[config.mk]
export PLATFORM = sky130hd
export DESIGN_NAME = stochastic_percent_k_flat
export DESIGN_NICKNAME = d
export VERILOG_FILES = /design/src/rtl/spk_pkg.sv /design/src/rtl/spk_if.sv /design/src/rtl/stochastic_percent_k.sv /design/src/rtl/spk_ram.sv /design/src/rtl/spk_scan.sv /design/src/rtl/spk_kdiv.sv /design/src/flat_wrapper.sv
export SDC_FILE = /design/constraint.sdc
export NUM_CORES = 2
export LEC_CHECK = 0
export ABC_AREA = 1
export BUFFER_PORTS_ARGS = -buffer_cell sky130_fd_sc_hd__buf_2
export CAP_MARGIN = 20
export CORE_MARGIN = 2
export CORE_UTILIZATION = 55
export CTS_CLUSTER_DIAMETER = 120
export DETAILED_ROUTE_END_ITERATION = 8
export HOLD_SLACK_MARGIN = 0.03
export PLACE_DENSITY = 0.74
export SLEW_MARGIN = 20
export SYNTH_ARGS = -nofsm -noshare
export SYNTH_HDL_FRONTEND = slang
export SYNTH_SLANG_ARGS = --single-unit
[constraint.sdc]
create_clock -name clock -period 6.4 [get_ports clock]
set_clock_uncertainty 0.05 [all_clocks]
set_input_delay 0.32 -clock clock [delete_from_list [all_inputs] [get_ports clock]]
set_output_delay 0.32 -clock clock [all_outputs]
set_load 0.005 [all_outputs]
[src/rtl/spk_pkg.sv]
// Shared constants, types and helpers for the stochastic %K block.
package spk_pkg;

   localparam int WINDOW_MAX   = 16;
   localparam int WINDOW_MIN   = 2;
   localparam int WINDOW_RESET = 14;
   localparam int PRICE_BITS   = 32;
   localparam int CFG_BITS     = 5;
   localparam int K_BITS       = 14;
   localparam int K_SCALE_VAL  = 10000;

   localparam int SLOT_BITS  = $clog2(WINDOW_MAX);
   localparam int COUNT_BITS = $clog2(WINDOW_MAX + 1);
   localparam int PROD_BITS  = PRICE_BITS + K_BITS;
   localparam int STEP_BITS  = $clog2(K_BITS);

   typedef logic [PRICE_BITS-1:0] price_type;
   typedef logic [CFG_BITS-1:0]   cfg_type;
   typedef logic [SLOT_BITS-1:0]  slot_type;
   typedef logic [COUNT_BITS-1:0] count_type;
   typedef logic [K_BITS-1:0]     k_type;
   typedef logic [PROD_BITS-1:0]  prod_type;
   typedef logic [STEP_BITS-1:0]  step_type;

   localparam k_type K_SCALE = k_type'(K_SCALE_VAL);

   // scan unit -> control
   typedef struct packed {
      logic done;
      logic window_full;
   } scan_status_type;

   // register value -> window length actually used
   function automatic count_type clamp_window(cfg_type w);
      int v;
      v = int'(w);
      if (v < WINDOW_MIN) v = WINDOW_MIN;
      if (v > WINDOW_MAX) v = WINDOW_MAX;
      return count_type'(v);
   endfunction

endpackage

[src/rtl/spk_if.sv]
// Request and response channel interfaces of the stochastic %K block.
interface spk_req_if import spk_pkg::*; ();
   logic      valid;
   logic      ready;
   price_type day_high;
   price_type day_low;
   price_type day_close;

   modport source (output valid, output day_high, output day_low, output day_close,
                   input ready);
   modport sink   (input valid, input day_high, input day_low, input day_close,
                   output ready);
endinterface

interface spk_rsp_if import spk_pkg::*; ();
   logic  valid;
   logic  ready;
   k_type percent_k;
   logic  result_valid;

   modport source (output valid, output percent_k, output result_valid, input ready);
   modport sink   (input valid, input percent_k, input result_valid, output ready);
endinterface

[src/rtl/stochastic_percent_k.sv]
// Stochastic %K top level: request/response channels, window register, control.
// Flow: on accept the day is written to the ring. While the window is still filling
//   the scan ends at once and no division runs; with a full window of N days (N = 2..16)
//   the scan reads the older entries, then H <= L or a close at or outside L..H ends at once
//   and otherwise the division runs. Throughput: one request at a time; each request takes
//   the window scan (one ring read a cycle), plus 14 multiply and 14 divide steps if needed.
// Reset is synchronous: history count, ring pointer and window length (14) reset.
module stochastic_percent_k import spk_pkg::*; (
   input  logic        clock,
   input  logic        reset,
   spk_req_if.sink     req_chan,
   spk_rsp_if.source   rsp_chan,
   input  logic        csr_write_enable,
   input  cfg_type     csr_write_data
);

   typedef enum logic [1:0] {ST_IDLE, ST_SCAN, ST_CALC, ST_HOLD} top_state_type;

   top_state_type state_ff;
   cfg_type       window_ff;
   price_type     close_ff;
   logic          rsp_valid_ff;
   k_type         rsp_k_ff;
   logic          rsp_rv_ff;

   logic            req_accept;
   logic            rsp_free;
   count_type       window_days;
   scan_status_type scan_status;
   price_type       scan_top;
   price_type       scan_bottom;
   logic            kdiv_done;
   k_type           kdiv_k;
   logic            kdiv_rv;

   // one request in flight; the output register lets the next one in
   // while a response still waits downstream
   assign req_chan.ready = (state_ff == ST_IDLE);
   assign req_accept     = req_chan.valid && req_chan.ready;
   assign rsp_free       = !rsp_valid_ff || rsp_chan.ready;
   assign window_days    = clamp_window(window_ff);

   // window length register; write it only while idle, the block itself does not enforce this
   always_ff @(posedge clock) begin
      if (reset) begin
         window_ff <= cfg_type'(WINDOW_RESET);
      end else if (csr_write_enable) begin
         window_ff <= csr_write_data;
      end
   end

   // ring write plus scan of the newest N entries
   spk_scan u_scan (
      .clock       (clock),
      .reset       (reset),
      .start       (req_accept),
      .day_high    (req_chan.day_high),
      .day_low     (req_chan.day_low),
      .window_days (window_days),
      .status      (scan_status),
      .top         (scan_top),
      .bottom      (scan_bottom)
   );

   // saturation checks, then serial (close - L) * 10000 / (H - L)
   spk_kdiv u_kdiv (
      .clock        (clock),
      .reset        (reset),
      .start        (scan_status.done),
      .window_full  (scan_status.window_full),
      .day_close    (close_ff),
      .top          (scan_top),
      .bottom       (scan_bottom),
      .done         (kdiv_done),
      .percent_k    (kdiv_k),
      .result_valid (kdiv_rv)
   );

   always_ff @(posedge clock) begin
      if (reset) begin
         state_ff     <= ST_IDLE;
         rsp_valid_ff <= 1'b0;
      end else begin
         if (rsp_valid_ff && rsp_chan.ready) begin
            rsp_valid_ff <= 1'b0;
         end
         case (state_ff)
            ST_IDLE: begin
               if (req_accept) begin
                  close_ff <= req_chan.day_close;
                  state_ff <= ST_SCAN;
               end
            end
            ST_SCAN: begin
               if (scan_status.done) begin
                  state_ff <= ST_CALC;
               end
            end
            ST_CALC, ST_HOLD: begin
               // kdiv holds its result until the next start
               if ((state_ff == ST_HOLD) || kdiv_done) begin
                  if (rsp_free) begin
                     rsp_valid_ff <= 1'b1;
                     rsp_k_ff     <= kdiv_k;
                     rsp_rv_ff    <= kdiv_rv;
                     state_ff     <= ST_IDLE;
                  end else begin
                     state_ff <= ST_HOLD;
                  end
               end
            end
            default: begin
               state_ff <= ST_IDLE;
            end
         endcase
      end
   end

   assign rsp_chan.valid        = rsp_valid_ff;
   assign rsp_chan.percent_k    = rsp_k_ff;
   assign rsp_chan.result_valid = rsp_rv_ff;

endmodule

[src/rtl/spk_ram.sv]
// Generic single-write, single-read RAM with registered read data.
module spk_ram #(
   parameter int WIDTH = 8,
   parameter int DEPTH = 16
) (
   input  logic                     clock,
   input  logic                     wr_en,
   input  logic [$clog2(DEPTH)-1:0] wr_addr,
   input  logic [WIDTH-1:0]         wr_data,
   input  logic                     rd_en,
   input  logic [$clog2(DEPTH)-1:0] rd_addr,
   output logic [WIDTH-1:0]         rd_data
);

   logic [WIDTH-1:0] mem_ff [DEPTH];
   logic [WIDTH-1:0] rd_data_ff;

   always_ff @(posedge clock) begin
      if (wr_en) begin
         mem_ff[wr_addr] <= wr_data;
      end
      if (rd_en) begin
         rd_data_ff <= mem_ff[rd_addr];
      end
   end

   assign rd_data = rd_data_ff;

endmodule

[src/rtl/spk_scan.sv]
// Price ring and window scan for highest high and lowest low.
module spk_scan import spk_pkg::*; (
   input  logic            clock,
   input  logic            reset,
   input  logic            start,
   input  price_type       day_high,
   input  price_type       day_low,
   input  count_type       window_days,
   output scan_status_type status,
   output price_type       top,
   output price_type       bottom
);

   typedef enum logic [1:0] {SC_IDLE, SC_READ, SC_LAST} scan_state_type;

   localparam slot_type SLOT_LAST = slot_type'(WINDOW_MAX - 1);
   localparam count_type DAYS_FULL = count_type'(WINDOW_MAX);

   scan_state_type state_ff;
   slot_type       slot_ff;
   slot_type       rd_addr_ff;
   count_type      days_ff;
   count_type      remain_ff;
   logic           pend_ff;
   logic           done_ff;
   logic           full_ff;
   price_type      top_ff;
   price_type      bottom_ff;

   logic [2*PRICE_BITS-1:0] ring_rd;
   price_type ring_high;
   price_type ring_low;
   slot_type  slot_in;
   slot_type  slot_back;
   slot_type  rd_addr_in;
   count_type days_in;
   price_type top_in;
   price_type bottom_in;

   spk_ram #(
      .WIDTH (2 * PRICE_BITS),
      .DEPTH (WINDOW_MAX)
   ) u_ring (
      .clock   (clock),
      .wr_en   (start),
      .wr_addr (slot_ff),
      .wr_data ({day_high, day_low}),
      .rd_en   (state_ff == SC_READ),
      .rd_addr (rd_addr_ff),
      .rd_data (ring_rd)
   );

   assign ring_high = ring_rd[2*PRICE_BITS-1:PRICE_BITS];
   assign ring_low  = ring_rd[PRICE_BITS-1:0];

   assign slot_in    = (slot_ff == SLOT_LAST) ? '0 : slot_ff + 1'b1;
   assign slot_back  = (slot_ff == '0) ? SLOT_LAST : slot_ff - 1'b1;
   assign rd_addr_in = (rd_addr_ff == '0) ? SLOT_LAST : rd_addr_ff - 1'b1;
   assign days_in    = (days_ff == DAYS_FULL) ? days_ff : days_ff + 1'b1;

   // fold the entry read last cycle
   assign top_in    = (pend_ff && (ring_high > top_ff)) ? ring_high : top_ff;
   assign bottom_in = (pend_ff && (ring_low < bottom_ff)) ? ring_low : bottom_ff;

   always_ff @(posedge clock) begin
      if (reset) begin
         state_ff <= SC_IDLE;
         slot_ff  <= '0;
         days_ff  <= '0;
         pend_ff  <= 1'b0;
         done_ff  <= 1'b0;
         full_ff  <= 1'b0;
      end else begin
         done_ff   <= 1'b0;
         pend_ff   <= (state_ff == SC_READ);
         top_ff    <= top_in;
         bottom_ff <= bottom_in;
         case (state_ff)
            SC_IDLE: begin
               if (start) begin
                  slot_ff    <= slot_in;
                  days_ff    <= days_in;
                  top_ff     <= day_high;
                  bottom_ff  <= day_low;
                  rd_addr_ff <= slot_back;
                  remain_ff  <= window_days - count_type'(1);
                  if (days_in >= window_days) begin
                     full_ff  <= 1'b1;
                     state_ff <= SC_READ;
                  end else begin
                     full_ff <= 1'b0;
                     done_ff <= 1'b1;
                  end
               end
            end
            SC_READ: begin
               rd_addr_ff <= rd_addr_in;
               remain_ff  <= remain_ff - count_type'(1);
               if (remain_ff == count_type'(1)) begin
                  state_ff <= SC_LAST;
               end
            end
            SC_LAST: begin
               done_ff  <= 1'b1;
               state_ff <= SC_IDLE;
            end
            default: begin
               state_ff <= SC_IDLE;
            end
         endcase
      end
   end

   assign status.done        = done_ff;
   assign status.window_full = full_ff;
   assign top                = top_ff;
   assign bottom             = bottom_ff;

endmodule

[src/rtl/spk_kdiv.sv]
// Bit-serial scaling multiply and restoring division giving %K.
module spk_kdiv import spk_pkg::*; (
   input  logic      clock,
   input  logic      reset,
   input  logic      start,
   input  logic      window_full,
   input  price_type day_close,
   input  price_type top,
   input  price_type bottom,
   output logic      done,
   output k_type     percent_k,
   output logic      result_valid
);

   typedef enum logic [1:0] {KD_IDLE, KD_MUL, KD_DIV} kdiv_state_type;

   kdiv_state_type state_ff;
   prod_type       prod_ff;
   price_type      diff_ff;
   price_type      range_ff;
   k_type          mplr_ff;
   step_type       step_ff;
   logic           done_ff;
   k_type          k_ff;
   logic           valid_ff;

   prod_type                mul_in;
   logic [PRICE_BITS:0]     trial;
   logic [PRICE_BITS:0]     trial_sub;
   logic                    q_bit;
   price_type               rem_in;

   // multiply: MSB first, one multiplier bit a cycle
   assign mul_in = {prod_ff[PROD_BITS-2:0], 1'b0}
                 + (mplr_ff[K_BITS-1] ? {{K_BITS{1'b0}}, diff_ff} : '0);

   // divide: {remainder, dividend bits} shift left, quotient bits enter at the bottom
   assign trial     = prod_ff[PROD_BITS-1:K_BITS-1];
   assign trial_sub = trial - {1'b0, range_ff};
   assign q_bit     = (trial >= {1'b0, range_ff});
   assign rem_in    = q_bit ? trial_sub[PRICE_BITS-1:0] : trial[PRICE_BITS-1:0];

   always_ff @(posedge clock) begin
      if (reset) begin
         state_ff <= KD_IDLE;
         done_ff  <= 1'b0;
      end else begin
         done_ff <= 1'b0;
         case (state_ff)
            KD_IDLE: begin
               if (start) begin
                  diff_ff  <= day_close - bottom;
                  range_ff <= top - bottom;
                  if (!window_full || (top <= bottom)) begin
                     k_ff     <= '0;
                     valid_ff <= 1'b0;
                     done_ff  <= 1'b1;
                  end else if (day_close <= bottom) begin
                     k_ff     <= '0;
                     valid_ff <= 1'b1;
                     done_ff  <= 1'b1;
                  end else if (day_close >= top) begin
                     k_ff     <= K_SCALE;
                     valid_ff <= 1'b1;
                     done_ff  <= 1'b1;
                  end else begin
                     prod_ff  <= '0;
                     mplr_ff  <= K_SCALE;
                     step_ff  <= step_type'(K_BITS - 1);
                     state_ff <= KD_MUL;
                  end
               end
            end
            KD_MUL: begin
               prod_ff <= mul_in;
               mplr_ff <= {mplr_ff[K_BITS-2:0], 1'b0};
               step_ff <= step_ff - 1'b1;
               if (step_ff == '0) begin
                  step_ff  <= step_type'(K_BITS - 1);
                  state_ff <= KD_DIV;
               end
            end
            KD_DIV: begin
               prod_ff <= {rem_in, prod_ff[K_BITS-2:0], q_bit};
               step_ff <= step_ff - 1'b1;
               if (step_ff == '0) begin
                  k_ff     <= {prod_ff[K_BITS-2:0], q_bit};
                  valid_ff <= 1'b1;
                  done_ff  <= 1'b1;
                  state_ff <= KD_IDLE;
               end
            end
            default: begin
               state_ff <= KD_IDLE;
            end
         endcase
      end
   end

   assign done         = done_ff;
   assign percent_k    = k_ff;
   assign result_valid = valid_ff;

endmodule

[src/flat_wrapper.sv]
// flat-port wrapper written by rule: the top's interface ports become plain ports
module stochastic_percent_k_flat import spk_pkg::*;
  (clock, reset, csr_write_enable, csr_write_data, req_chan_valid, req_chan_day_high, req_chan_day_low, req_chan_day_close, req_chan_ready, rsp_chan_valid, rsp_chan_percent_k, rsp_chan_result_valid, rsp_chan_ready);
  spk_req_if req_chan_i ();
  spk_rsp_if rsp_chan_i ();
  input  logic clock;
  input  logic reset;
  input  logic csr_write_enable;
  input  cfg_type csr_write_data;
  input wire logic [$bits(req_chan_i.valid)-1:0] req_chan_valid;
  input wire logic [$bits(req_chan_i.day_high)-1:0] req_chan_day_high;
  input wire logic [$bits(req_chan_i.day_low)-1:0] req_chan_day_low;
  input wire logic [$bits(req_chan_i.day_close)-1:0] req_chan_day_close;
  output wire logic [$bits(req_chan_i.ready)-1:0] req_chan_ready;
  output wire logic [$bits(rsp_chan_i.valid)-1:0] rsp_chan_valid;
  output wire logic [$bits(rsp_chan_i.percent_k)-1:0] rsp_chan_percent_k;
  output wire logic [$bits(rsp_chan_i.result_valid)-1:0] rsp_chan_result_valid;
  input wire logic [$bits(rsp_chan_i.ready)-1:0] rsp_chan_ready;
  assign req_chan_i.valid = req_chan_valid;
  assign req_chan_i.day_high = req_chan_day_high;
  assign req_chan_i.day_low = req_chan_day_low;
  assign req_chan_i.day_close = req_chan_day_close;
  assign req_chan_ready = req_chan_i.ready;
  assign rsp_chan_valid = rsp_chan_i.valid;
  assign rsp_chan_percent_k = rsp_chan_i.percent_k;
  assign rsp_chan_result_valid = rsp_chan_i.result_valid;
  assign rsp_chan_i.ready = rsp_chan_ready;
  stochastic_percent_k u_core (.clock(clock), .reset(reset), .req_chan(req_chan_i), .rsp_chan(rsp_chan_i), .csr_write_enable(csr_write_enable), .csr_write_data(csr_write_data));
endmodule
==> flow_metrics.env <==
export IMPL_postCtsSetupRepairBufs=0
export IMPL_syn_nets=6463
export IMPL_arrival_ps=4590
export IMPL_required_ps=6780
export IMPL_drt_iter0_markers=6087
export IMPL_drt_wirelength_per_cell_um=24.2
export IMPL_ff2ff_setup_slack_ps=2190
export IMPL_ant_nets=0
export IMPL_gr_usage_all_layers_pct=31.3
export IMPL_nets=6630
export IMPL_relSlewSlack_pct=24.9
export IMPL_power_frac_clock_pct=30.4
export IMPL_worstPathMaxFanout=30
export IMPL_ys_flop_type="edfxtp_1"
export IMPL_path_clk_slew_ps=60
export IMPL_synth_compound_area_share_pct=11.8
export IMPL_fp_dieH_um=349
export IMPL_synthesis_area_um2=65300
export IMPL_worstMarginPinSlew_ps=1130
export IMPL_synth_largest_area_cell="edfxtp_1"
export IMPL_drv_cap=0
export IMPL_grt_pass1_wl_mm=286
export IMPL_switching_share_pct=34.2
export IMPL_core_area_um2=118000
export IMPL_syn_inst=6108
export IMPL_crit_type="flop to flop"
export IMPL_powerDensity_nw_per_um2=363
export IMPL_yosysTopAreaCellShare_pct=62.0
export IMPL_min_path_type="primary input to flop"
export IMPL_tritoncts="built"
export IMPL_run_status="finished, final reports clean"
export IMPL_drive_gt1_share_pct=7.27
export IMPL_vias=48500
export IMPL_first_global_vias=45900
export IMPL_async_flop_share_pct=0
export IMPL_areaGrowthSynthToFinish_pct=12.1
export IMPL_grt_max_degree=187
export IMPL_fin_tns_setup_ps=0
export IMPL_syn_area_per_cell_um2=10.7
export IMPL_cp_start_kind="flop"
export IMPL_numClockSinks=1372
export IMPL_firstDrtPassIters=6
export IMPL_clock_latency_ps=770
export IMPL_rows=126
export IMPL_die_x_um=349
export IMPL_rsz0062_at_grt="false"
export IMPL_period_needed_ps=4210
export IMPL_final_cells=7935
export IMPL_via_per_inst=6.11
export IMPL_power_leakage_nw=27.6
export IMPL_root_buffer="clkbuf_16"
export IMPL_worst_setup_path_end_kind="flop"
export IMPL_cts_path_max_buffers=3
export IMPL_yosysUniqueCellTypes=58
export IMPL_combPwrFrac_pct=27.9
export IMPL_cts_made_buffers=142
export IMPL_start_util_pct=55.4
export IMPL_p_int_mw=17.5
export IMPL_peakVddDrop_mv=0.288
export IMPL_ys_seq_area_share_pct=62.7
export IMPL_p_seq_share_pct=41.7
export IMPL_fillers=9328
export IMPL_overflow=0
export IMPL_io_pins=123
export IMPL_drcViolationCount=0
export IMPL_post_place_cells=7550
export IMPL_finalCritPeriodShare_pct=65.8
export IMPL_setup_viol=0
export IMPL_slew_viol_final=0
export IMPL_synth_fa_ha_area_share_pct=4.82
export IMPL_hpwl_mm=122
export IMPL_preCtsSetupSlack_ps=2180
export IMPL_ys_ff_latch=1372
export IMPL_yosys_warnings=0
export IMPL_synth_top_family_by_area="simple AND/OR/NAND/NOR gates"
export IMPL_synth_most_common_cell="edfxtp_1"
export IMPL_yosys_area_share_simple_pct=14.9
export IMPL_portBuffers=122
export IMPL_antenna_found_initial=8
export IMPL_globalplace_congestion=1.05
export IMPL_synth_edff_count=1347
export IMPL_switching_power_mw=9.08
export IMPL_h_tree_depth=4
export IMPL_finalHoldViolCount=0
export IMPL_drt_total_wl_mm=192
export IMPL_synth_commonest_cells="1347 x edfxtp_1, 1038 x nand2_1, 751 x nor2_1"
export IMPL_muxShareOfSynthArea_pct=0.0307
export IMPL_dieArea_um2=121000
export IMPL_cts_resized=0
export IMPL_fmax_mhz=237
export IMPL_synth_xor_area_share_pct=1.02
export IMPL_worst_slack_ps=2190
export IMPL_synth_top_cells_by_area="edfxtp_1 62%, nand2_1 6.0%, o21ai_0 4.8%, ha_1 4.7%, nor2_1 4.3%"
-- worst paths after layout --
| kind | cells after the start | from | to |
|---|---|---|---|
| max | 17 | u_core.u_scan.top[0] | u_core.u_kdiv.prod_ff[9] |
| min | 2 | req_chan_day_close[25] | u_core.close_ff[25] |
| max reg2reg | 17 | u_core.u_scan.top[0] | u_core.u_kdiv.prod_ff[9] |
| min reg2reg | 0 | u_core.u_kdiv.percent_k[0] | u_core.rsp_chan.percent_k[0] |
-- area by class of cell --
class                   instances  area (um^2)  share of cell area, %
flip-flops and latches       1372        40900                   55.9
multi-input cells            3943        21400                   29.3
clock buffers                 179         3710                   5.07
repair buffers                302         2420                   3.31
inverters                     514         1950                   2.66
well taps                    1536         1920                   2.63
clock inverters                85          811                   1.11
diodes                          4         10.0                 0.0137
-- critical path, cell delays in order, from the launching register on --
cell      delay, ps
edfxtp_1        400
inv_1            80
ha_1            220
fa_1            450
inv_1            70
nand2_1          50
nand2_1          90
nand3_1          90
nand2_1         150
nand2_1          70
nand2_1         170
nand2_1         110
a21oi_2         230
nand2_2         140
nand2_2         100
nand4_1         160
nor2_4          760
buf_4           440
-- logic make-up (layout without fill, tap and decap cells) --
family                     Yosys count  after routing
and+or+nand+nor                   2321           2321
xor gates and xnor gates            76             76
AOI/OAI and AO/OA                 1295           1295
buffers and inverters              793           1080
other                                0              4
adders and majority gates          249            249
DFF                               1372           1372
muxes                                2              2
-- placed cells by master, fill, tap and decap left out, drive strengths merged, types with 5 or more instances in the layout --
master and n:
a21o 14, a21oi 262, a31oi 8, buf 186, bufinv 9, clkbuf 179, clkinv 71, dfxtp 25
dlygate4sd3 116, edfxtp 1347, ha 245, inv 515, nand2 1046, nand3 341, nand3b 66, nand4 29
nor2 763, nor3 36, nor3b 6, nor4 16, o211ai 68, o21a 7, o21ai 633, o21bai 22
o221ai 196, o22ai 64, o31ai 5, or2 12, xnor2 38, xor2 38
-- state kept, by name, summed over array words and instances, names as in the netlist, 10 cells and up --
| signal | cells |
|---|---|
| u_core.u_scan.u_ring.rd_data | 64 |
| u_core.u_scan.bottom | 32 |
| u_core.u_kdiv.mplr_ff | 10 |
| u_core.close_ff | 32 |
| u_core.u_kdiv.diff_ff | 32 |
| u_core.rsp_chan.percent_k | 14 |
| u_core.u_kdiv.prod_ff | 46 |
| u_core.u_kdiv.percent_k | 14 |
| u_core.u_scan.top | 32 |
| u_core.u_kdiv.range_ff | 32 |
| u_core.u_scan.u_ring.mem_ff | 1024 |
-- per-layer routing --
metal | wire (um) | track usage [%]
met1 | 75900 | 42.5
met3 | 17200 | 5.00
met4 | 10000 | 15.0
met5 | 52 | 0
met2 | 88800 | 49.4
-- per-stage QoR --
stage          utilization (%)  area [um^2]  hold WS (ps)  total power [mW]
6_report                  62.1        73200           291              26.6
3_3_place_gp              57.2        67400           355              18.3
2_1_floorplan                -        65300           350              15.8
3_5_place_dp              57.2        67500           355              18.4
5_1_grt                   62.1        73200           259              27.6
4_1_cts                   62.0        73200           251              26.4
-- timing repair --
| item | CTS | global route |
|---|---|---|
| endpoints found under the hold margin | 1082 | 0 |
| setup endpoints to repair | 0 | 0 |
| hold buffers | 116 | 0 |
-- power by group through the flow --
| stage | Clock, mW | Sequential (mW) | Combinational (mW) |
|---|---|---|---|
| global placement | 0 | 11.2 | 7.07 |
| finish | 8.06 | 11.1 | 7.41 |
| detailed placement | 0 | 11.3 | 7.14 |
| CTS | 8.12 | 11.1 | 7.24 |
| global route | 8.48 | 11.1 | 8.01 |
| floorplan | 0 | 11.2 | 4.60 |
Power figures use the tool's default switching activity.
